[src/tam_pkg.sv]
`default_nettype none

package tam_pkg;

    localparam int RAW_W        = 16;
    localparam int CTR_W        = RAW_W + 1;
    localparam int PROD_W       = 2 * CTR_W;
    localparam int CW           = PROD_W + 2;
    localparam int ANGLE_W      = 16;
    localparam int Z_W          = ANGLE_W + 1;
    localparam int RING_SIZE    = 10;
    localparam int POS_W        = 4;
    localparam int SUM_W        = 20;
    localparam int MAG_W        = 19;
    localparam int CORDIC_STEPS = 16;
    localparam int STEP_W       = 4;
    localparam int RECIP_W      = 16;
    localparam int DIV10_SHIFT  = 19;
    localparam int QDEPTH       = 2;
    localparam int QPTR_W       = 1;
    localparam int QCNT_W       = 2;

    localparam logic [RAW_W-1:0]   Y_LOW_RST  = 16'd12300;
    localparam logic [RAW_W-1:0]   Y_HIGH_RST = 16'd32300;
    localparam logic [RAW_W-1:0]   Z_LOW_RST  = 16'd8300;
    localparam logic [RAW_W-1:0]   Z_HIGH_RST = 16'd29300;

    localparam logic [RECIP_W-1:0] DIV10_RECIP = 16'd52429;
    localparam logic [POS_W-1:0]   POS_LAST    = POS_W'(RING_SIZE - 1);
    localparam logic [STEP_W-1:0]  STEP_LAST   = STEP_W'(CORDIC_STEPS - 1);
    localparam logic [QCNT_W-1:0]  QFULL       = QCNT_W'(QDEPTH);

    localparam logic signed [Z_W-1:0] HALF_PI         = 17'sd12868;
    localparam logic signed [Z_W-1:0] ANGLE_LIMIT     = 17'sd25736;
    localparam logic signed [Z_W-1:0] NEG_HALF_PI     = -17'sd12868;
    localparam logic signed [Z_W-1:0] NEG_ANGLE_LIMIT = -17'sd25736;

    typedef enum logic [1:0] {
        REG_Y_LOW  = 2'd0,
        REG_Y_HIGH = 2'd1,
        REG_Z_LOW  = 2'd2,
        REG_Z_HIGH = 2'd3
    } cfg_reg_t;

    typedef enum logic [1:0] {
        B_IDLE,
        B_ROT,
        B_RING,
        B_DIV
    } back_state_t;

    typedef struct packed {
        logic signed [PROD_W-1:0] y;
        logic signed [PROD_W-1:0] x;
        logic                     x_zero;
        logic                     y_zero;
        logic                     x_neg;
        logic                     y_neg;
    } vec_t;

    function automatic logic signed [Z_W-1:0] step_angle(input logic [STEP_W-1:0] i);
        logic signed [Z_W-1:0] a;
        unique case (i)
            4'd0:    a = 17'sd6434;
            4'd1:    a = 17'sd3798;
            4'd2:    a = 17'sd2007;
            4'd3:    a = 17'sd1019;
            4'd4:    a = 17'sd511;
            4'd5:    a = 17'sd256;
            4'd6:    a = 17'sd128;
            4'd7:    a = 17'sd64;
            4'd8:    a = 17'sd32;
            4'd9:    a = 17'sd16;
            4'd10:   a = 17'sd8;
            4'd11:   a = 17'sd4;
            4'd12:   a = 17'sd2;
            4'd13:   a = 17'sd1;
            default: a = 17'sd0;
        endcase
        return a;
    endfunction

endpackage

`default_nettype wire

[src/tam_back.sv]
`default_nettype none

module tam_back (
    input  wire logic                       aclk,
    input  wire logic                       aresetn,
    input  wire logic                       pop_valid,
    output logic                            pop_ready,
    input  wire tam_pkg::vec_t              pop_data,
    output logic                            m_tvalid,
    input  wire logic                       m_tready,
    output logic [tam_pkg::ANGLE_W-1:0]     m_tdata     // tilt_angle[15:0]
);

    tam_pkg::back_state_t               state_reg, state_next;
    logic [tam_pkg::STEP_W-1:0]         step_reg, step_next;
    logic signed [tam_pkg::CW-1:0]      x_reg, x_next, y_reg, y_next;
    logic signed [tam_pkg::Z_W-1:0]     z_reg, z_next;

    logic signed [tam_pkg::ANGLE_W-1:0] ring_reg [tam_pkg::RING_SIZE];
    logic [tam_pkg::POS_W-1:0]          pos_reg, pos_next;
    logic signed [tam_pkg::SUM_W-1:0]   sum_reg, sum_next;
    logic                               ring_we;

    logic                               out_valid_reg, out_valid_next;
    logic [tam_pkg::ANGLE_W-1:0]        out_data_reg;
    logic                               out_load;

    logic signed [tam_pkg::CW-1:0]      x_in, y_in, xs, ys;
    logic signed [tam_pkg::Z_W-1:0]     z_clamp;
    logic signed [tam_pkg::ANGLE_W-1:0] angle;
    logic signed [tam_pkg::ANGLE_W-1:0] ring_old;

    logic                               sum_neg;
    logic signed [tam_pkg::SUM_W-1:0]   sum_abs;
    logic [tam_pkg::MAG_W+tam_pkg::RECIP_W-1:0] quot_prod;
    logic [tam_pkg::ANGLE_W-1:0]        quot, avg;

    assign x_in = {{(tam_pkg::CW-tam_pkg::PROD_W){pop_data.x[tam_pkg::PROD_W-1]}}, pop_data.x};
    assign y_in = {{(tam_pkg::CW-tam_pkg::PROD_W){pop_data.y[tam_pkg::PROD_W-1]}}, pop_data.y};
    assign xs   = x_reg >>> step_reg;
    assign ys   = y_reg >>> step_reg;

    always_comb begin
        if (z_reg > tam_pkg::ANGLE_LIMIT) begin
            z_clamp = tam_pkg::ANGLE_LIMIT;
        end else if (z_reg < tam_pkg::NEG_ANGLE_LIMIT) begin
            z_clamp = tam_pkg::NEG_ANGLE_LIMIT;
        end else begin
            z_clamp = z_reg;
        end
        angle    = z_clamp[tam_pkg::ANGLE_W-1:0];
        ring_old = ring_reg[pos_reg];
    end

    // divide by the ring size: magnitude times reciprocal, sign restored
    always_comb begin
        sum_neg   = sum_reg[tam_pkg::SUM_W-1];
        sum_abs   = sum_neg ? -sum_reg : sum_reg;
        quot_prod = sum_abs[tam_pkg::MAG_W-1:0] * tam_pkg::DIV10_RECIP;
        quot      = quot_prod[tam_pkg::DIV10_SHIFT +: tam_pkg::ANGLE_W];
        avg       = sum_neg ? -quot : quot;
    end

    always_comb begin
        state_next = state_reg;
        step_next  = step_reg;
        x_next     = x_reg;
        y_next     = y_reg;
        z_next     = z_reg;
        pos_next   = pos_reg;
        sum_next   = sum_reg;
        ring_we    = 1'b0;
        out_load   = 1'b0;
        pop_ready  = 1'b0;
        unique case (state_reg)
            tam_pkg::B_IDLE: begin
                pop_ready = 1'b1;
                if (pop_valid) begin
                    step_next = '0;
                    if (pop_data.x_zero && pop_data.y_zero) begin
                        z_next     = '0;
                        state_next = tam_pkg::B_RING;
                    end else begin
                        state_next = tam_pkg::B_ROT;
                        if (pop_data.x_neg && !pop_data.y_neg) begin
                            x_next = y_in;
                            y_next = -x_in;
                            z_next = tam_pkg::HALF_PI;
                        end else if (pop_data.x_neg) begin
                            x_next = -y_in;
                            y_next = x_in;
                            z_next = tam_pkg::NEG_HALF_PI;
                        end else begin
                            x_next = x_in;
                            y_next = y_in;
                            z_next = '0;
                        end
                    end
                end
            end
            tam_pkg::B_ROT: begin
                if (!y_reg[tam_pkg::CW-1]) begin
                    x_next = x_reg + ys;
                    y_next = y_reg - xs;
                    z_next = z_reg + tam_pkg::step_angle(step_reg);
                end else begin
                    x_next = x_reg - ys;
                    y_next = y_reg + xs;
                    z_next = z_reg - tam_pkg::step_angle(step_reg);
                end
                step_next = step_reg + 1'b1;
                if (step_reg == tam_pkg::STEP_LAST) begin
                    state_next = tam_pkg::B_RING;
                end
            end
            tam_pkg::B_RING: begin
                ring_we  = 1'b1;
                sum_next = sum_reg
                    - {{(tam_pkg::SUM_W-tam_pkg::ANGLE_W){ring_old[tam_pkg::ANGLE_W-1]}},
                       ring_old}
                    + {{(tam_pkg::SUM_W-tam_pkg::ANGLE_W){angle[tam_pkg::ANGLE_W-1]}}, angle};
                pos_next = (pos_reg == tam_pkg::POS_LAST) ? '0 : pos_reg + 1'b1;
                state_next = tam_pkg::B_DIV;
            end
            tam_pkg::B_DIV: begin
                if (!out_valid_reg || m_tready) begin
                    out_load   = 1'b1;
                    state_next = tam_pkg::B_IDLE;
                end
            end
            default: begin
                state_next = tam_pkg::B_IDLE;
            end
        endcase

        out_valid_next = out_valid_reg;
        if (out_load) begin
            out_valid_next = 1'b1;
        end else if (m_tready) begin
            out_valid_next = 1'b0;
        end
    end

    always_ff @(posedge aclk) begin
        if (!aresetn) begin
            state_reg     <= tam_pkg::B_IDLE;
            step_reg      <= '0;
            pos_reg       <= '0;
            sum_reg       <= '0;
            out_valid_reg <= 1'b0;
        end else begin
            state_reg     <= state_next;
            step_reg      <= step_next;
            pos_reg       <= pos_next;
            sum_reg       <= sum_next;
            out_valid_reg <= out_valid_next;
        end
    end

    always_ff @(posedge aclk) begin
        x_reg <= x_next;
        y_reg <= y_next;
        z_reg <= z_next;
        if (out_load) begin
            out_data_reg <= avg;
        end
    end

    always_ff @(posedge aclk) begin
        if (!aresetn) begin
            for (int i = 0; i < tam_pkg::RING_SIZE; i++) begin
                ring_reg[i] <= '0;
            end
        end else if (ring_we) begin
            ring_reg[pos_reg] <= angle;
        end
    end

    assign m_tvalid = out_valid_reg;
    assign m_tdata  = out_data_reg;

`ifndef SYNTH
    a_pos_range: assert property (@(posedge aclk) disable iff (!aresetn)
        pos_reg <= tam_pkg::POS_LAST)
        else $error("ring position out of range");

    a_pop_starts: assert property (@(posedge aclk) disable iff (!aresetn)
        (pop_valid && pop_ready) |=> (state_reg == tam_pkg::B_ROT ||
                                      state_reg == tam_pkg::B_RING))
        else $error("popped word not taken up");

    a_rot_done: assert property (@(posedge aclk) disable iff (!aresetn)
        (state_reg == tam_pkg::B_ROT && step_reg == tam_pkg::STEP_LAST)
            |=> state_reg == tam_pkg::B_RING)
        else $error("rotation did not end after last step");

    a_out_from_div: assert property (@(posedge aclk) disable iff (!aresetn)
        $rose(out_valid_reg) |-> $past(state_reg) == tam_pkg::B_DIV)
        else $error("result raised outside divide state");
`endif

endmodule

`default_nettype wire

[config.mk]
export PLATFORM = sky130hd
export DESIGN_NAME = tam_back
export DESIGN_NICKNAME = d
export VERILOG_FILES = /design/src/tam_pkg.sv /design/src/tam_back.sv
export SDC_FILE = /design/constraint.sdc
export NUM_CORES = 2
export LEC_CHECK = 0
export ABC_AREA = 1
export BUFFER_PORTS_ARGS = -buffer_cell sky130_fd_sc_hd__buf_2
export CAP_MARGIN = 20
export CORE_UTILIZATION = 55
export CTS_CLUSTER_SIZE = 25
export DETAILED_ROUTE_END_ITERATION = 12
export PLACE_DENSITY = 0.82
export SYNTH_ARGS = -nofsm -noshare
export SYNTH_HDL_FRONTEND = slang
export SYNTH_SLANG_ARGS = --single-unit
[constraint.sdc]
create_clock -name aclk -period 9.05 [get_ports aclk]
set_clock_uncertainty 0.1 [all_clocks]
set_input_delay 1.81 -clock aclk [delete_from_list [all_inputs] [get_ports aclk]]
set_output_delay 1.81 -clock aclk [all_outputs]
set_load 0.05 [all_outputs]
==> flow_summary_export.csv <==
group,metric,value,unit
flow_run,maxCapViolations,0,
clock_tree,cts_setup_buffers,0,
sta,hold_violations,0,
clock_tree,clk_pin_slew,0.06,ns
yosys,synth_top_area_share,0.281,
clock_tree,cts_buffers,44,
grt,antenna_found_initial,0,
setup_path,critical_path.top_delay_family,"adder cells",
yosys,yosysMostFrequentCell,"nand2_1",
grt,grtUsageTotal,0.343,
sta,finalCritPeriodShare,0.881,
setup_path,reg2reg_to,"m_tdata[12]$_DFFE_PP_",
grt,grt_first_pass_wirelength,190,mm
route,ant_nets,0,
clock_tree,h-tree-depth,2,
setup_path,endpoint_kind,"flop",
route,num_vias,36800,
clock_tree,clock-root-buffer,"clkbuf_16",
hold_path,min_from,"m_tvalid$_SDFFE_PN0P_",
grt,grt_max_degree,85,
route,viasPerCell,5.99,
floorplan,dieArea,71200,um2
cells_and_area,largest_reg_flops,256,
clock_tree,cts.path.max_buffers,3,
sta,maxSlewViolCount,0,
route,drt-initial-drc-count,4294,
setup_path,worstSetupPathType,"flop to flop",
grt,globalRouteOverflowTotal,0,
cells_and_area,diodes,0,
hold_path,hold_depth,2,
floorplan,core,68900,um2
route,post_drt_wl_per_cell,20.1,um
hold_path,min_to,"m_tvalid$_SDFFE_PN0P_",
sta,setup_tns,0,ns
placed_design,place_congestion,1.01,
clock_tree,cts_tree,"built",
cells_and_area,syn_to_final_growth,6.65,%
yosys,yosysUniqueCellTypes,59,
grt,grt_pass1_vias,34200,
floorplan,num_io_pins,94,
route,firstDrtPassIters,7,
yosys,synthArstFlopShare,0,
clock_tree,cts.sinks,409,
placed_design,io_buffers,93,
setup_path,crit_required,9.30,ns
floorplan,die_y,267,um
yosys,synth_edf_count,361,
cells_and_area,nFillCells,6368,
sta,fin_crit,7.97,ns
yosys,synthTopCellsByCount,"nand2_1 (1067), inv_1 (715), nor2_1 (532), nand3_1 (494), edfxtp_1 (361)",
yosys,synthFlopType,"edfxtp_1",
sta,setup_viol,0,
sta,max_freq,0.125,GHz
sta,rsz0062_at_grt,"no",
setup_path,rrSetupSlack,1.08,ns
placed_design,dpl.hpwl,94.7,mm
yosys,mappedNetlistNets,5641,
cells_and_area,drive_above_1_share,0.0628,
floorplan,initial_core_util,0.559,
setup_path,crit_buf_inv,8,
setup_path,r2r-start,"sum_reg[0]$_SDFFE_PN0P_",
cells_and_area,finalNetCount,5641,
yosys,synth_seq_cells,409,
yosys,netlist_top_cells_area,"edfxtp_1 (28%), nand2_1 (10%), ha_1 (8.7%)",
yosys,avgSynthCellArea,7.44,um2
clock_tree,insertion_delay,0.61,ns
setup_path,critPathMaxFanout,7,
setup_path,cp.arrival,8.23,ns
run_status,status,"finished, final reports clean",
route,post-route-drc-count,0,
yosys,synth_warnings,0,
setup_path,crit_path_max_incr_delay,0.61,ns
route,wirelength,124,mm
setup_path,reg2regPathDepth,35,
sta,worst_pin_slew,1.12,ns
hold_path,hold_class,"flop to flop",
sta,slew_headroom,0.251,
setup_path,cp-start-kind,"flop",
floorplan,die_x,267,um
yosys,netlist_area,38600,um2
clock_tree,cts_resized,0,
sta,timing.final.ws_setup,1.08,ns
yosys,synth.yosys.seq_area_share,0.306,
floorplan,rows,96,
yosys,synth_area_leader_cell,"edfxtp_1",
placed_design,post-place-ws,1.14,ns
clock_tree,ctsHoldBuffers,0,
yosys,syn_inst,5187,
setup_path,crit_slowest_cell,"xor2_1",
## routing by layer
metal | vias to the layer above | routed length (um) | GRT usage
met2 | 1995 | 56300 | 0.554
met1 | 17100 | 48700 | 0.451
met5 | - | 0 | 0
met4 | 0 | 6920 | 0.169
met3 | 399 | 11800 | 0.0466
li1 | 17400 | - | -
## worst max-delay path by stage
stage                                  startpoint                    end  slack, ns  cells after the start
after detailed placement  sum_reg[0]$_SDFFE_PN0P_  m_tdata[12]$_DFFE_PP_       1.14                     35
after floorplan           sum_reg[0]$_SDFFE_PN0P_  m_tdata[12]$_DFFE_PP_       2.26                     34
final                     sum_reg[0]$_SDFFE_PN0P_  m_tdata[12]$_DFFE_PP_       1.08                     35
after CTS                 sum_reg[0]$_SDFFE_PN0P_  m_tdata[12]$_DFFE_PP_       1.09                     35
after global placement    sum_reg[0]$_SDFFE_PN0P_  m_tdata[12]$_DFFE_PP_       1.40                     34
after global routing      sum_reg[0]$_SDFFE_PN0P_  m_tdata[12]$_DFFE_PP_       0.42                     35
## area by class of cell
| cell class | count | area, um2 | area share |
|---|---|---|---|
| Timing Repair Buffer | 133 | 766 | 0.0186 |
| Multi-Input combinational cell | 3868 | 23300 | 0.565 |
| Sequential cell | 409 | 11800 | 0.287 |
| Clock inverter | 29 | 267 | 0.00648 |
| Inverter | 731 | 2750 | 0.0668 |
| Tap cell | 931 | 1160 | 0.0283 |
| Clock buffer | 50 | 1120 | 0.0273 |
## logic make-up (layout without fill, tap and decap cells)
logic type / Yosys count / count (layout) / share of synthesized area
xor+xnor: 204 / 204 / 0.0467
simple gates: 2314 / 2314 / 0.257
fa+ha+maj: 378 / 378 / 0.144
compound gates: 908 / 908 / 0.137
buf+inv: 910 / 943 / 0.0923
mux: 64 / 64 / 0.0166
flops: 409 / 409 / 0.306
## worst reg2reg max path, delay by kind of cell, from the launching register on
family	cells	cell delay, ns
DFF	1	0.39
xor gates and xnor gates	1	0.61
and+or+nand+nor	15	1.79
AOI/OAI and AO/OA	3	1.08
adders and majority gates	8	3.13
buffers and inverters	8	0.63
## cell usage in the layout (no fill, tap or decap), types with 19 or more instances in the layout
cell type / n
nor3_1: 44
o21bai_1: 19
buf_2: 93
nor2_1: 530
dfxtp_1: 42
nand4_1: 52
nor4_1: 21
nand2_2: 19
nand2_1: 1067
ha_1: 266
mux2i_1: 64
inv_1: 713
edfxtp_1: 361
a31oi_1: 23
xor2_1: 141
clkbuf_16: 44
fa_1: 111
o21ai_1: 20
a21oi_1: 332
o211ai_1: 76
buf_4: 40
o22ai_1: 21
a32oi_1: 22
xnor2_1: 61
nand3_1: 494
o21ai_0: 282
## through the flow
step	cells	area [um2]	utilization	hold slack (ns)
6_report	6151	41100	0.597	0.430
5_1_grt	6151	41100	0.597	0.460
4_1_cts	6151	41100	0.597	0.425
3_5_place_dp	6072	39700	0.577	0.416
3_3_place_gp	6072	39700	0.577	0.408
2_1_floorplan	5187	38600	-	0.395
Power is left out: the tool's default activity adds up to more than one toggle a clock period on the data nets, which glitch-free logic cannot reach.
