### src/tam_pkg.sv
`default_nettype none

package tam_pkg;

    localparam int RAW_W        = 16;
    localparam int CTR_W        = RAW_W + 1;
    localparam int PROD_W       = 2 * CTR_W;
    localparam int CW           = PROD_W + 2;
    localparam int ANGLE_W      = 16;
    localparam int Z_W          = ANGLE_W + 1;
    localparam int RING_SIZE    = 10;
    localparam int POS_W        = 4;
    localparam int SUM_W        = 20;
    localparam int MAG_W        = 19;
    localparam int CORDIC_STEPS = 16;
    localparam int STEP_W       = 4;
    localparam int RECIP_W      = 16;
    localparam int DIV10_SHIFT  = 19;
    localparam int QDEPTH       = 2;
    localparam int QPTR_W       = 1;
    localparam int QCNT_W       = 2;

    localparam logic [RAW_W-1:0]   Y_LOW_RST  = 16'd12300;
    localparam logic [RAW_W-1:0]   Y_HIGH_RST = 16'd32300;
    localparam logic [RAW_W-1:0]   Z_LOW_RST  = 16'd8300;
    localparam logic [RAW_W-1:0]   Z_HIGH_RST = 16'd29300;

    localparam logic [RECIP_W-1:0] DIV10_RECIP = 16'd52429;
    localparam logic [POS_W-1:0]   POS_LAST    = POS_W'(RING_SIZE - 1);
    localparam logic [STEP_W-1:0]  STEP_LAST   = STEP_W'(CORDIC_STEPS - 1);
    localparam logic [QCNT_W-1:0]  QFULL       = QCNT_W'(QDEPTH);

    localparam logic signed [Z_W-1:0] HALF_PI         = 17'sd12868;
    localparam logic signed [Z_W-1:0] ANGLE_LIMIT     = 17'sd25736;
    localparam logic signed [Z_W-1:0] NEG_HALF_PI     = -17'sd12868;
    localparam logic signed [Z_W-1:0] NEG_ANGLE_LIMIT = -17'sd25736;

    typedef enum logic [1:0] {
        REG_Y_LOW  = 2'd0,
        REG_Y_HIGH = 2'd1,
        REG_Z_LOW  = 2'd2,
        REG_Z_HIGH = 2'd3
    } cfg_reg_t;

    typedef enum logic [1:0] {
        B_IDLE,
        B_ROT,
        B_RING,
        B_DIV
    } back_state_t;

    typedef struct packed {
        logic signed [PROD_W-1:0] y;
        logic signed [PROD_W-1:0] x;
        logic                     x_zero;
        logic                     y_zero;
        logic                     x_neg;
        logic                     y_neg;
    } vec_t;

    function automatic logic signed [Z_W-1:0] step_angle(input logic [STEP_W-1:0] i);
        logic signed [Z_W-1:0] a;
        unique case (i)
            4'd0:    a = 17'sd6434;
            4'd1:    a = 17'sd3798;
            4'd2:    a = 17'sd2007;
            4'd3:    a = 17'sd1019;
            4'd4:    a = 17'sd511;
            4'd5:    a = 17'sd256;
            4'd6:    a = 17'sd128;
            4'd7:    a = 17'sd64;
            4'd8:    a = 17'sd32;
            4'd9:    a = 17'sd16;
            4'd10:   a = 17'sd8;
            4'd11:   a = 17'sd4;
            4'd12:   a = 17'sd2;
            4'd13:   a = 17'sd1;
            default: a = 17'sd0;
        endcase
        return a;
    endfunction

endpackage

`default_nettype wire

### src/tam_queue.sv
`default_nettype none

module tam_queue (
    input  wire logic          aclk,
    input  wire logic          aresetn,
    input  wire logic          push_valid,
    output logic               push_ready,
    input  wire tam_pkg::vec_t push_data,
    output logic               pop_valid,
    input  wire logic          pop_ready,
    output tam_pkg::vec_t      pop_data
);

    tam_pkg::vec_t                entry_reg [tam_pkg::QDEPTH];
    logic [tam_pkg::QPTR_W-1:0]   wr_ptr_reg, wr_ptr_next;
    logic [tam_pkg::QPTR_W-1:0]   rd_ptr_reg, rd_ptr_next;
    logic [tam_pkg::QCNT_W-1:0]   count_reg, count_next;
    logic                         push, pop;

    assign push_ready = (count_reg != tam_pkg::QFULL);
    assign pop_valid  = (count_reg != '0);
    assign push       = push_valid && push_ready;
    assign pop        = pop_valid && pop_ready;
    assign pop_data   = entry_reg[rd_ptr_reg];

    always_comb begin
        wr_ptr_next = push ? wr_ptr_reg + 1'b1 : wr_ptr_reg;
        rd_ptr_next = pop ? rd_ptr_reg + 1'b1 : rd_ptr_reg;
        count_next  = count_reg;
        if (push && !pop) begin
            count_next = count_reg + 1'b1;
        end else if (pop && !push) begin
            count_next = count_reg - 1'b1;
        end
    end

    always_ff @(posedge aclk) begin
        if (!aresetn) begin
            wr_ptr_reg <= '0;
            rd_ptr_reg <= '0;
            count_reg  <= '0;
        end else begin
            wr_ptr_reg <= wr_ptr_next;
            rd_ptr_reg <= rd_ptr_next;
            count_reg  <= count_next;
        end
    end

    always_ff @(posedge aclk) begin
        if (push) begin
            entry_reg[wr_ptr_reg] <= push_data;
        end
    end

`ifndef SYNTH
    a_count_bound: assert property (@(posedge aclk) disable iff (!aresetn)
        count_reg <= tam_pkg::QFULL)
        else $error("queue count beyond depth");
`endif

endmodule

`default_nettype wire

### config.mk
export PLATFORM = sky130hd
export DESIGN_NAME = tam_queue
export DESIGN_NICKNAME = d
export VERILOG_FILES = /design/src/tam_pkg.sv /design/src/tam_queue.sv
export SDC_FILE = /design/constraint.sdc
export NUM_CORES = 1
export LEC_CHECK = 0
export BUFFER_PORTS_ARGS = -buffer_cell sky130_fd_sc_hd__buf_4
export CORE_UTILIZATION = 40
export CTS_BUF_LIST = sky130_fd_sc_hd__clkbuf_16
export DETAILED_ROUTE_END_ITERATION = 12
export PLACE_DENSITY = 0.62
export SYNTH_ARGS = -nofsm -noshare
export SYNTH_HDL_FRONTEND = slang
export SYNTH_SLANG_ARGS = --single-unit
### constraint.sdc
create_clock -name aclk -period 3.9 [get_ports aclk]
set_clock_uncertainty 0.05 [all_clocks]
set_input_delay 0.39 -clock aclk [delete_from_list [all_inputs] [get_ports aclk]]
set_output_delay 0.39 -clock aclk [all_outputs]
set_load 0.01 [all_outputs]
==> results.md, run 1 <==
- Crit-path max FO: 72
- Starting density of the core: 41.01%
- Worst hold path class: input pin to flop
- Core Region: 13240 sq um
- First-pass GRT wire length: 14890 microns
- Relative slew slack: 32.66%
- Routability cong.: 0.6972
- Maximum clock frequency: 402.5 MHz
- Status: finished clean
- Drt initial violations: 233
- Grt ovf: 0
- Critical path class: flop to output port
- Rows: 42
- Nets: 487
- Fin. Hold Viols: 0
- TritonCTS buffer count: 17
- Tot GR Track Use: 14.43%
- Post-CTS Hold Fix Bufs: 0
- CTS root buffer: clkbuf_16
- Worst IR Drop VDD: 424.6 uV
- CP Capture Type: output port
- Routed WL: 9519 microns
- Pin count of the biggest net entering global routing: 73
- Number of port buffers: 149
- CTS max path bufs: 2
- H-Tree Depth: 4
- Die area: 14050 sq um
- Worst-Margin Slew: 1010 ps
- Commonest non-fill, non-tap cell in the layout: buf_4
- CTS tree: done
- Most frequent cells in the layout: buf_4 (151), edfxtp_1 (144), mux2_2 (72)
- Number of global-route vias before repair: 2935
- Pwr/cell area: 641.0 nW/um^2
- Reg clk slew, reported paths: 60 ps
- Antenna violation net count after detailed routing: 0
- Setup violators final: 0
- Cell area after synthesis: 5430 sq um
- Via density: 4.606
- TritonRoute pass-1 iters: 4
- Chip Width: 118.5 microns
- Drc violations: 0
- Worst path slowest cell: dfxtp_4
- Crit start category: flop
- Worst skew pair latency: 410 ps
- Chip height: 118.5 microns
- Via Count: 2745
- Diode count: 0
- Clock sink count: 149
- Crit share post-route: 63.71%
- Synth Instances: 248
- Setup TNS: 0 ps
- Setup Buffers After CTS: 0
- Yosys reg bits: 149
- Worst EP required: 3460 ps
- Unrepaired setup endpoints after global routing: no
- Syn avg cell area: 21.90 sq um
- Critical path arrival: 2040 ps
- I/O pin count: 150
- Post_cts resized: 0
- CP delay by family, top: flip-flops
- Sequential fraction of the synthesis area: 81.47%
- P&R area growth vs syn: 33.43%
- WP buf/inv: 1
- Fraction of layout cells with a size suffix above 1: 59.52%
- Count of final max-slew check failures: 0
- Dpl hpwl: 5908 microns
- FF-to-FF setup slack: 1960 ps
- Post-DR wirelength/cell: 15.97 microns
- Syn_nets: 325
- Crit-path cells: mux2_2 > buf_4
- Final min period: 2485 ps
- Number of flip-flops in the largest register: 144
- Tot Pwr: 4.644 mW
- MaxCap Viol Count: 0
- Slowest stage delay, CP: 990 ps
- Antenna violations before repair: 0
- Synth cell types: 20
- Yosys warning total: 0
- Leakage: 2.702 nW
## final timing paths
kind	start	to	depth (start not counted)
max	flop	pop_data[13]	2
min	push_data[47]	entry_reg[0][47]	1
max reg2reg	count_reg[0]	entry_reg[1][29]	2
min reg2reg	count_reg[1]	count_reg[1]	2
## area by class of cell
class | instances | area (sq um)
inverter | 1 | 5.005
multi-input combinational | 90 | 954.7
timing repair buffer | 151 | 1134
tap | 176 | 220.2
clock inverter | 12 | 78.83
fill | 1090 | 5997
sequential | 149 | 4428
clock buffer | 17 | 425.4
## power breakdown
group	total (mW)	internal, mW	switching, mW
clock network	1.40	0.843	0.556
registers	2.16	2.01	0.153
logic	1.09	0.631	0.456
total	4.64	3.48	1.16
## logic make-up (layout without fill, tap and decap cells)
group / count (synthesis) / after routing / synth area share (%)
flip-flops: 149 / 149 / 81.47
multiplexers: 72 / 72 / 14.93
AND/OR/NAND/NOR: 9 / 9 / 1.198
buffers and inverters: 9 / 181 / 1.037
AO/OA/AOI/OAI: 5 / 5 / 0.6451
XOR/XNOR: 3 / 3 / 0.4840
adder cells (fa/ha/maj): 1 / 1 / 0.2304
## routing by layer
| layer | vias to the layer above | wire, microns | track usage [%] |
|---|---|---|---|
| li1 | 1301 | - | - |
| met4 | 0 | 166 | 6.646 |
| met3 | 15 | 719 | 5.743 |
| met5 | - | 0 | 0 |
| met1 | 1323 | 4148 | 17.61 |
| met2 | 106 | 4485 | 22.54 |
## Yosys cell counts (all sizes together)
library cell | instances | area, sq um
a21bo | 1 | 10.01
a21boi | 2 | 15.02
and2 | 4 | 25.02
and3 | 1 | 6.260
buf | 8 | 52.55
dfxtp | 5 | 100.1
edfxtp | 144 | 4324
ha | 1 | 12.51
inv | 1 | 3.750
mux2 | 72 | 810.8
nand2b | 1 | 13.76
nand3b | 1 | 7.510
o21ai | 2 | 10.00
or2 | 1 | 6.260
or3 | 1 | 6.260
xnor2 | 2 | 17.52
xor2 | 1 | 8.760
## through the flow
step / hold WS (ps) / setup slack, ps / utilization, % / instances / cell area, sq um
3_5_place_dp: 492.8 / 1815 / 50.91 / 567 / 6741
4_1_cts: 92.64 / 1366 / 54.71 / 596 / 7246
2_1_floorplan: 438.9 / 1104 / - / 248 / 5430
5_1_grt: 90.70 / 1298 / 54.71 / 596 / 7246
3_3_place_gp: 482.8 / 1821 / 50.91 / 567 / 6741
6_report: 110.2 / 1415 / 54.71 / 596 / 7246
## worst register-to-register path: cells and delay by family (launching register included)
family	cells	cell delay, ps
flops	1	410
simple gates	2	1030
Note: power is estimated with default switching activity, not from simulation.
==> run 2, diff against run 1 <==
--- a/config.mk
+++ b/config.mk
@@ -5,11 +5,12 @@
 export SDC_FILE = /design/constraint.sdc
 export NUM_CORES = 1
 export LEC_CHECK = 0
+export ABC_AREA = 1
 export BUFFER_PORTS_ARGS = -buffer_cell sky130_fd_sc_hd__buf_4
 export CORE_UTILIZATION = 40
 export CTS_BUF_LIST = sky130_fd_sc_hd__clkbuf_16
 export DETAILED_ROUTE_END_ITERATION = 12
-export PLACE_DENSITY = 0.62
+export PLACE_DENSITY = 0.64
 export SYNTH_ARGS = -nofsm -noshare
 export SYNTH_HDL_FRONTEND = slang
 export SYNTH_SLANG_ARGS = --single-unit
==> constraint.sdc (replaced) <==
create_clock -name aclk -period 2.2 [get_ports aclk]
set_clock_uncertainty 0.05 [all_clocks]
set_input_delay 0.22 -clock aclk [delete_from_list [all_inputs] [get_ports aclk]]
set_output_delay 0.22 -clock aclk [all_outputs]
set_load 0.01 [all_outputs]
==> run 2 against run 1 <==
Against the previous run: register-to-register slack got worse by 1400 ps; wire length rose by 8.3%; sequential power rose by 73%; via count rose by 14%; largest cell class unchanged; highest routed layer unchanged.
==> results.md, run 2 <==
- Synth Instances: 261 (was 248)
- Crit start category: flop (unchanged)
- Grt ovf: 0 (unchanged)
- Most frequent cell after synthesis: edfxtp_1 (unchanged)
- Chip height: 122.3 microns (was 118.5 microns)
- Worst EP required: 1930 ps (was 3460 ps)
- Die area: 14960 sq um (was 14050 sq um)
- Post-synth EDFFs: 144 (unchanged)
- Yosys reg bits: 149 (unchanged)
- Critical path class: flop to output port (unchanged)
- Unrepaired setup endpoints after global routing: no (unchanged)
- Commonest non-fill, non-tap cell in the layout: buf_4 (unchanged)
- CTS tree: done (unchanged)
- Setup violators final: 0 (unchanged)
- Cell area after synthesis: 5789 sq um (was 5430 sq um)
- Worst-Margin Slew: 445.1 ps (was 1010 ps)
- Via density: 4.522 (was 4.606)
- Multiplexer area fraction after synthesis: 18.54% (was 14.93%)
- Fin. Hold Viols: 0 (unchanged)
- MaxCap Viol Count: 0 (unchanged)
- Antenna violations before repair: 0 (unchanged)
- R2r worst-path depth: 5 (was 2)
- Number of global-route vias before repair: 3257 (was 2935)
- CTS root buffer: clkbuf_16 (unchanged)
- Worst hold path class: input pin to flop (unchanged)
- First-pass GRT wire length: 15450 microns (was 14890 microns)
- Most used DFF post-synth: edfxtp_1 (unchanged)
- Drc violations: 0 (unchanged)
- Drt initial violations: 124 (was 233)
- Crit share post-route: 91.54%
- FF-to-FF setup slack: 590 ps (was 1960 ps)
- Syn_nets: 338 (was 325)
- Ranking of synthesized cells by area: edfxtp_1 (75%), mux2_4 (18%), buf_12 (2.4%) (was edfxtp_1 (80%), mux2_2 (15%), dfxtp_1 (1.8%))
- Nets: 576 (was 487)
- Antenna violation net count after detailed routing: 0 (unchanged)
- Largest family of logic cells by synthesized area: multiplexers (unchanged)
- Count of final max-slew check failures: 0 (unchanged)
- Worst IR Drop VDD: 550.9 uV (was 424.6 uV)
- TritonRoute pass-1 iters: 4 (unchanged)
- Pwr/cell area: 1060 nW/um^2 (was 641.0 nW/um^2)
- Tot GR Track Use: 14.20% (was 14.43%)
- Crit-path max FO: 35 (was 72)
- R2R Path End: entry_reg[1][25] (was entry_reg[1][29])
- Via Count: 3129 (was 2745)
- Syn avg cell area: 22.18 sq um (was 21.90 sq um)
- Pin count of the biggest net entering global routing: 44 (was 73)
- Yosys warning total: 0 (unchanged)
- Adder-Cell Fraction of Synth Area: 0.2161% (was 0.2304%)
- Post-synth ARST share: 0% (unchanged)
- Number of port buffers: 149 (unchanged)
- Routed WL: 10310 microns (was 9519 microns)
- Pre-CTS WS: 572.0 ps (was 1815 ps)
- CP Capture Type: output port (unchanged)
- Routability cong.: 0.6807 (was 0.6972)
- Xor-xnor portion of the synthesized cell area: 0% (was 0.4839%)
- Reg clk slew, reported paths: 50 ps (was 60 ps)
- CTS max path bufs: 2 (unchanged)
- Starting density of the core: 41.39% (was 41.01%)
- Chip Width: 122.3 microns (was 118.5 microns)
- Sequential fraction of the synthesis area: 76.42% (was 81.47%)
- Final min period: 2014 ps
- Synth top cells by count: edfxtp_1 (144), mux2_4 (70), nand2_1 (9), inv_1 (8), nor2_1 (8) (was edfxtp_1 (144), mux2_2 (72), buf_4 (5), dfxtp_1 (5), and2_1 (4))
- H-Tree Depth: 4 (unchanged)
- Leading area contributor after synthesis: edfxtp_1 (unchanged)
- P&R area growth vs syn: 44.98% (was 33.43%)
- Leakage: 3.332 nW (was 2.702 nW)
- Relative slew slack: 70.33% (was 32.66%)
- Diode count: 0 (unchanged)
- Synth cell types: 15 (was 20)
- Critical path arrival: 1740 ps (was 2040 ps)
- Clock sink count: 149 (unchanged)
- Dpl hpwl: 6453 microns (was 5908 microns)
- Worst Min Path Start: aresetn (was push_data[47])
- Synth Area in Simple Gates: 1.297% (was 1.198%)
- Setup TNS: 0 ps (unchanged)
- Setup Buffers After CTS: 0 (unchanged)
- CP Capture Point: pop_data[68] (was pop_data[13])
- Post-synthesis compound-gate area fraction: 0.3890% (was 0.6452%)
- Core Region: 13990 sq um (was 13240 sq um)
- TritonCTS buffer count: 17 (unchanged)
- Post-route setup slack: 186.2 ps (was 1415 ps)
- Maximum clock frequency: 496.6 MHz
- Number of flip-flops in the largest register: 144 (unchanged)
- Status: finished clean (unchanged)
- Most frequent cells in the layout: buf_4 (151), edfxtp_1 (144), dlygate4sd3_1 (72) (was buf_4 (151), edfxtp_1 (144), mux2_2 (72))
- Rows: 43 (was 42)
- I/O pin count: 150 (unchanged)
- Reg2reg start: count_reg[0] (unchanged)
- Fraction of layout cells with a size suffix above 1: 50.00% (was 59.52%)
- Worst skew pair latency: 410 ps (about the same)
- Top-area cell type share of the netlist area: 74.69% (was 79.63%)
- Post-DR wirelength/cell: 14.90 microns (was 15.97 microns)
[run 2: cell count changes after synthesis, moves of 3 or more]
cell	change
mux2_4	+70
buf_12	+7
buf_4	-5
nand2_1	+9
buf_2	-3
nor2_1	+8
and2_1	-4
inv_1	+7
mux2_2	-70
[run 2: per-stage QoR]
step / power, mW / instance area (sq um) / hold slack (ps) / std cells / utilization (%)
final: 8.893 / 8393 / 28.00 / 692 / 60.00
after global routing: 9.265 / 8393 / 13.80 / 692 / 60.00
after floorplan: 5.245 / 5809 / 268.9 / 261 / -
after detailed placement: 6.111 / 7101 / 357.7 / 588 / 50.76
after global placement: 6.073 / 7101 / 354.9 / 588 / 50.76
after CTS: 8.989 / 8393 / 13.68 / 692 / 60.00
[run 2: how the worst min path moves through the flow]
| stage | slack (ps) | cells past startpoint | to |
|---|---|---|---|
| floorplan | 270 | 0 | entry_reg[0][0] |
| global placement | 350 | 1 | entry_reg[0][15] |
| detailed placement | 360 | 1 | entry_reg[0][49] |
| CTS | 10 | 3 | count_reg[1] |
| global route | 10 | 3 | count_reg[1] |
| finish | 30 | 3 | count_reg[1] |
[run 2: repair_timing]
| item | CTS | global route |
|---|---|---|
| hold buffers | 72 | 0 |
| hold endpoints to repair | 144 | 0 |
| gates resized for setup | 0 | 0 |
[run 2: per-layer routing]
layer	track usage, %	vias to the layer above	wire length (microns)
met5	0	-	0
li1	-	1486	-
met4	7.241	0	195
met1	16.22	1519	4329
met3	4.879	14	646
met2	23.60	110	5140
[run 2: cell families (layout without fill, tap and decap cells)]
group,Yosys count,in the layout
multiplexers,72,72
flip-flops,149,149
adder cells (fa/ha/maj),1,1
AND/OR/NAND/NOR,19,19
buffers and inverters,16,267
AO/OA/AOI/OAI,4,4
[run 2: area by class of cell]
| type | count | area (sq um) |
|---|---|---|
| clock inverters | 15 | 146.4 |
| inverters | 8 | 30.03 |
| repair buffers | 227 | 1934 |
| clock buffers | 17 | 425.4 |
| multi-input cells | 96 | 1204 |
| flip-flops and latches | 149 | 4428 |
| well taps | 180 | 225.2 |
| fillers | 1043 | 5595 |
[run 2: critical path, cell delays in order (launching register included)]
cell	delay [ps]
dfxtp_4	500
buf_12	300
mux2_4	340
buf_4	140
[run 2: power by group]
part	leakage (nW)	switching, mW	internal [mW]	total, mW
Clock	0.284	1.03	1.74	2.77
Combinational	1.66	1.03	1.36	2.38
Sequential	1.39	0.144	3.59	3.74
Total	3.33	2.20	6.69	8.89
==> run 3, diff against run 2 <==
==> constraint.sdc (replaced) <==
create_clock -name aclk -period 2.2 [get_ports aclk]
set_clock_uncertainty 0.05 [all_clocks]
set_input_delay 0.22 -clock aclk [delete_from_list [all_inputs] [get_ports aclk]]
set_output_delay 0.22 -clock aclk [all_outputs]
set_load 0.1 [all_outputs]
==> run 3 against run 2 <==
Against the previous run: sequential power barely moved; die area stayed put; total power grew 37%; critical path depth did not move; count of clock-buffer cells in the layout stayed put; critical endpoint is now pop_data[24]; first-iteration DRC count increased by 45%; non-clock buffer count unchanged; highest routed layer unchanged.
==> results.md, run 3 (synthesis gave the netlist of run 2 again) <==
- Status: finished clean (unchanged)
- Commonest non-fill, non-tap cell in the layout: buf_4 (unchanged)
- Chip height: 122.3 microns (unchanged)
- Number of flip-flops in the largest register: 144 (unchanged)
- Footprint of the multi-input gates: 1231 sq um (was 1204 sq um)
- Clock sink count: 149 (unchanged)
- Unrepaired setup endpoints after global routing: no (unchanged)
- Crit start category: flop (unchanged)
- First-pass GRT wire length: 16530 microns (was 15450 microns)
- Worst skew pair latency: 410 ps (about the same)
- Post-DR wirelength/cell: 15.51 microns (was 14.90 microns)
- Routability cong.: 0.6427 (was 0.6807)
- FF-to-FF setup slack: 630 ps (was 590 ps)
- Maximum clock frequency: 472.9 MHz (was 496.6 MHz)
- Pwr/cell area: 1428 nW/um^2 (was 1060 nW/um^2)
- Final hold slack: 33.03 ps (was 28.00 ps)
- Final min period: 2115 ps (was 2014 ps)
- Drt initial violations: 180 (was 124)
- TritonRoute pass-1 iters: 4 (unchanged)
- Most frequent cells in the layout: buf_4 (151), edfxtp_1 (144), dlygate4sd3_1 (72) (unchanged)
- Clk pwr share: 26.6% (was 31.2%)
- Pre-CTS WS: 512.0 ps (was 572.0 ps)
- Antenna violations before repair: 0 (unchanged)
- Core Region: 13990 sq um (unchanged)
- Crit share post-route: 96.12% (was 91.54%)
- NetSw: 4.965 mW (was 2.200 mW)
- Setup violators final: 0 (unchanged)
- CTS tree: done (unchanged)
- Grt ovf: 0 (unchanged)
- Count of final max-slew check failures: 0 (unchanged)
- Worst IR Drop VDD: 1008 uV (was 550.9 uV)
- CTS root buffer: clkbuf_16 (unchanged)
- Diode count: 0 (unchanged)
- Chip Width: 122.3 microns (unchanged)
- P&R area growth vs syn: 47.18% (was 44.98%)
- Worst path slowest cell: dfxtp_4 (unchanged)
- Slowest stage delay, CP: 530 ps (was 500 ps)
- Number of port buffers: 149 (unchanged)
- Via density: 4.574 (was 4.522)
- Routed WL: 10730 microns (was 10310 microns)
- Internal Pwr Total: 7.205 mW (was 6.693 mW)
- R2r worst-path depth: 5 (unchanged)
- Reg clk slew, reported paths: 60 ps (was 50 ps)
- Crit-path max FO: 31 (was 35)
- Tot GR Track Use: 15.25% (was 14.20%)
- Via Count: 3165 (was 3129)
- Setup TNS: 0 ps (unchanged)
- Starting density of the core: 41.39% (unchanged)
- Die area: 14960 sq um (unchanged)
- I/O pin count: 150 (unchanged)
- R2R Path End: entry_reg[1][38] (was entry_reg[1][25])
- H-Tree Depth: 4 (unchanged)
- Number of global-route vias before repair: 3396 (was 3257)
- CTS max path bufs: 2 (unchanged)
- Antenna violation net count after detailed routing: 0 (unchanged)
- CP Capture Type: output port (unchanged)
- MaxCap Viol Count: 0 (unchanged)
- Worst hold path class: input pin to flop (unchanged)
- Fraction of layout cells with a size suffix above 1: 50.78% (was 50.00%)
- Worst EP required: 1930 ps (about the same)
- Pin count of the biggest net entering global routing: 39 (was 44)
- Logic pwr share: 42.5% (was 26.8%)
- Leakage: 3.391 nW (was 3.332 nW)
- Switching share of power: 40.80% (was 24.74%)
- Sequential cell area: 4429 sq um (was 4428 sq um)
- Post-layout instance area: 8521 sq um (was 8393 sq um)
- Worst-Margin Slew: 501.0 ps (was 445.1 ps)
- Critical path arrival: 1840 ps (was 1740 ps)
- Critical path class: flop to output port (unchanged)
- Nets: 576 (unchanged)
- Dpl hpwl: 6487 microns (was 6453 microns)
- Hold path cells: 3 (unchanged)
- Relative slew slack: 66.60% (was 70.33%)
- Fin. Hold Viols: 0 (unchanged)
- Flop pwr share: 30.9% (was 42.0%)
- Fill cell count: 1025 (was 1043)
- Crit-path cells: buf_12 > mux2_4 > buf_4 (unchanged)
- Post-route setup slack: 85.35 ps (was 186.2 ps)
- Rows: 43 (unchanged)
- Reg2reg start: count_reg[0] (unchanged)
- Min-Delay Endpoint: rd_ptr_reg (was count_reg[1])
- TritonCTS buffer count: 17 (unchanged)
- Worst Min Path Start: aresetn (unchanged)
- Cell Area, Placed: 7132 sq um (was 7101 sq um)
- Drc violations: 0 (unchanged)
[run 3: timing repair]
item | CTS | global route
setup buffers | 0 | 0
gates resized for setup | 0 | 0
hold buffers | 72 | 0
hold endpoints to repair | 144 | 0
[run 3: layout make-up]
type,instances,area share [%]
clock buffer,17,4.993
sequential,149,51.98
inverter,8,0.3818
timing repair buffer,227,22.70
multi-input combinational,96,14.45
tap,180,2.643
clock inverter,15,2.849
[run 3: how the worst max path moves through the flow]
stage / from / cells past startpoint / slack [ps] / end
after detailed placement: flop / 3 / 510 / pop_data[67]
after global routing: flop / 3 / 20 / pop_data[67]
after CTS: flop / 3 / 50 / pop_data[67]
after global placement: flop / 3 / 530 / pop_data[15]
after floorplan: count_reg[0] / 4 / -10 / entry_reg[0][0]
final: flop / 3 / 90 / pop_data[24]
[run 3: stage by stage]
stage / cells / total power, mW / util [%]
CTS: 692 / 12.29 / 60.91
global placement: 588 / 8.855 / 50.98
detailed placement: 588 / 8.912 / 50.98
finish: 692 / 12.17 / 60.91
global route: 692 / 12.58 / 60.91
floorplan: 261 / 8.069 / -
[run 3: power groups by stage]
| stage | Combinational [mW] | Clock, mW | Sequential [mW] |
|---|---|---|---|
| 2_1_floorplan | 4.32 | 0 | 3.75 |
| 3_3_place_gp | 5.06 | 0 | 3.79 |
| 3_5_place_dp | 5.09 | 0 | 3.82 |
| 4_1_cts | 5.21 | 3.32 | 3.76 |
| 5_1_grt | 5.35 | 3.44 | 3.79 |
| 6_report | 5.17 | 3.24 | 3.75 |
[run 3: per-layer routing]
layer	GRT usage (%)	vias to the layer above	routed length [microns]
met5	0	-	0
li1	-	1488	-
met2	26.12	109	5634
met4	6.936	0	159
met1	16.82	1552	4281
met3	5.623	16	656
[run 3: critical path: cells and delay by family, from the launching register on]
family   cells  cell delay, ps
flops        1             530
buf+inv      2             520
mux          1             330
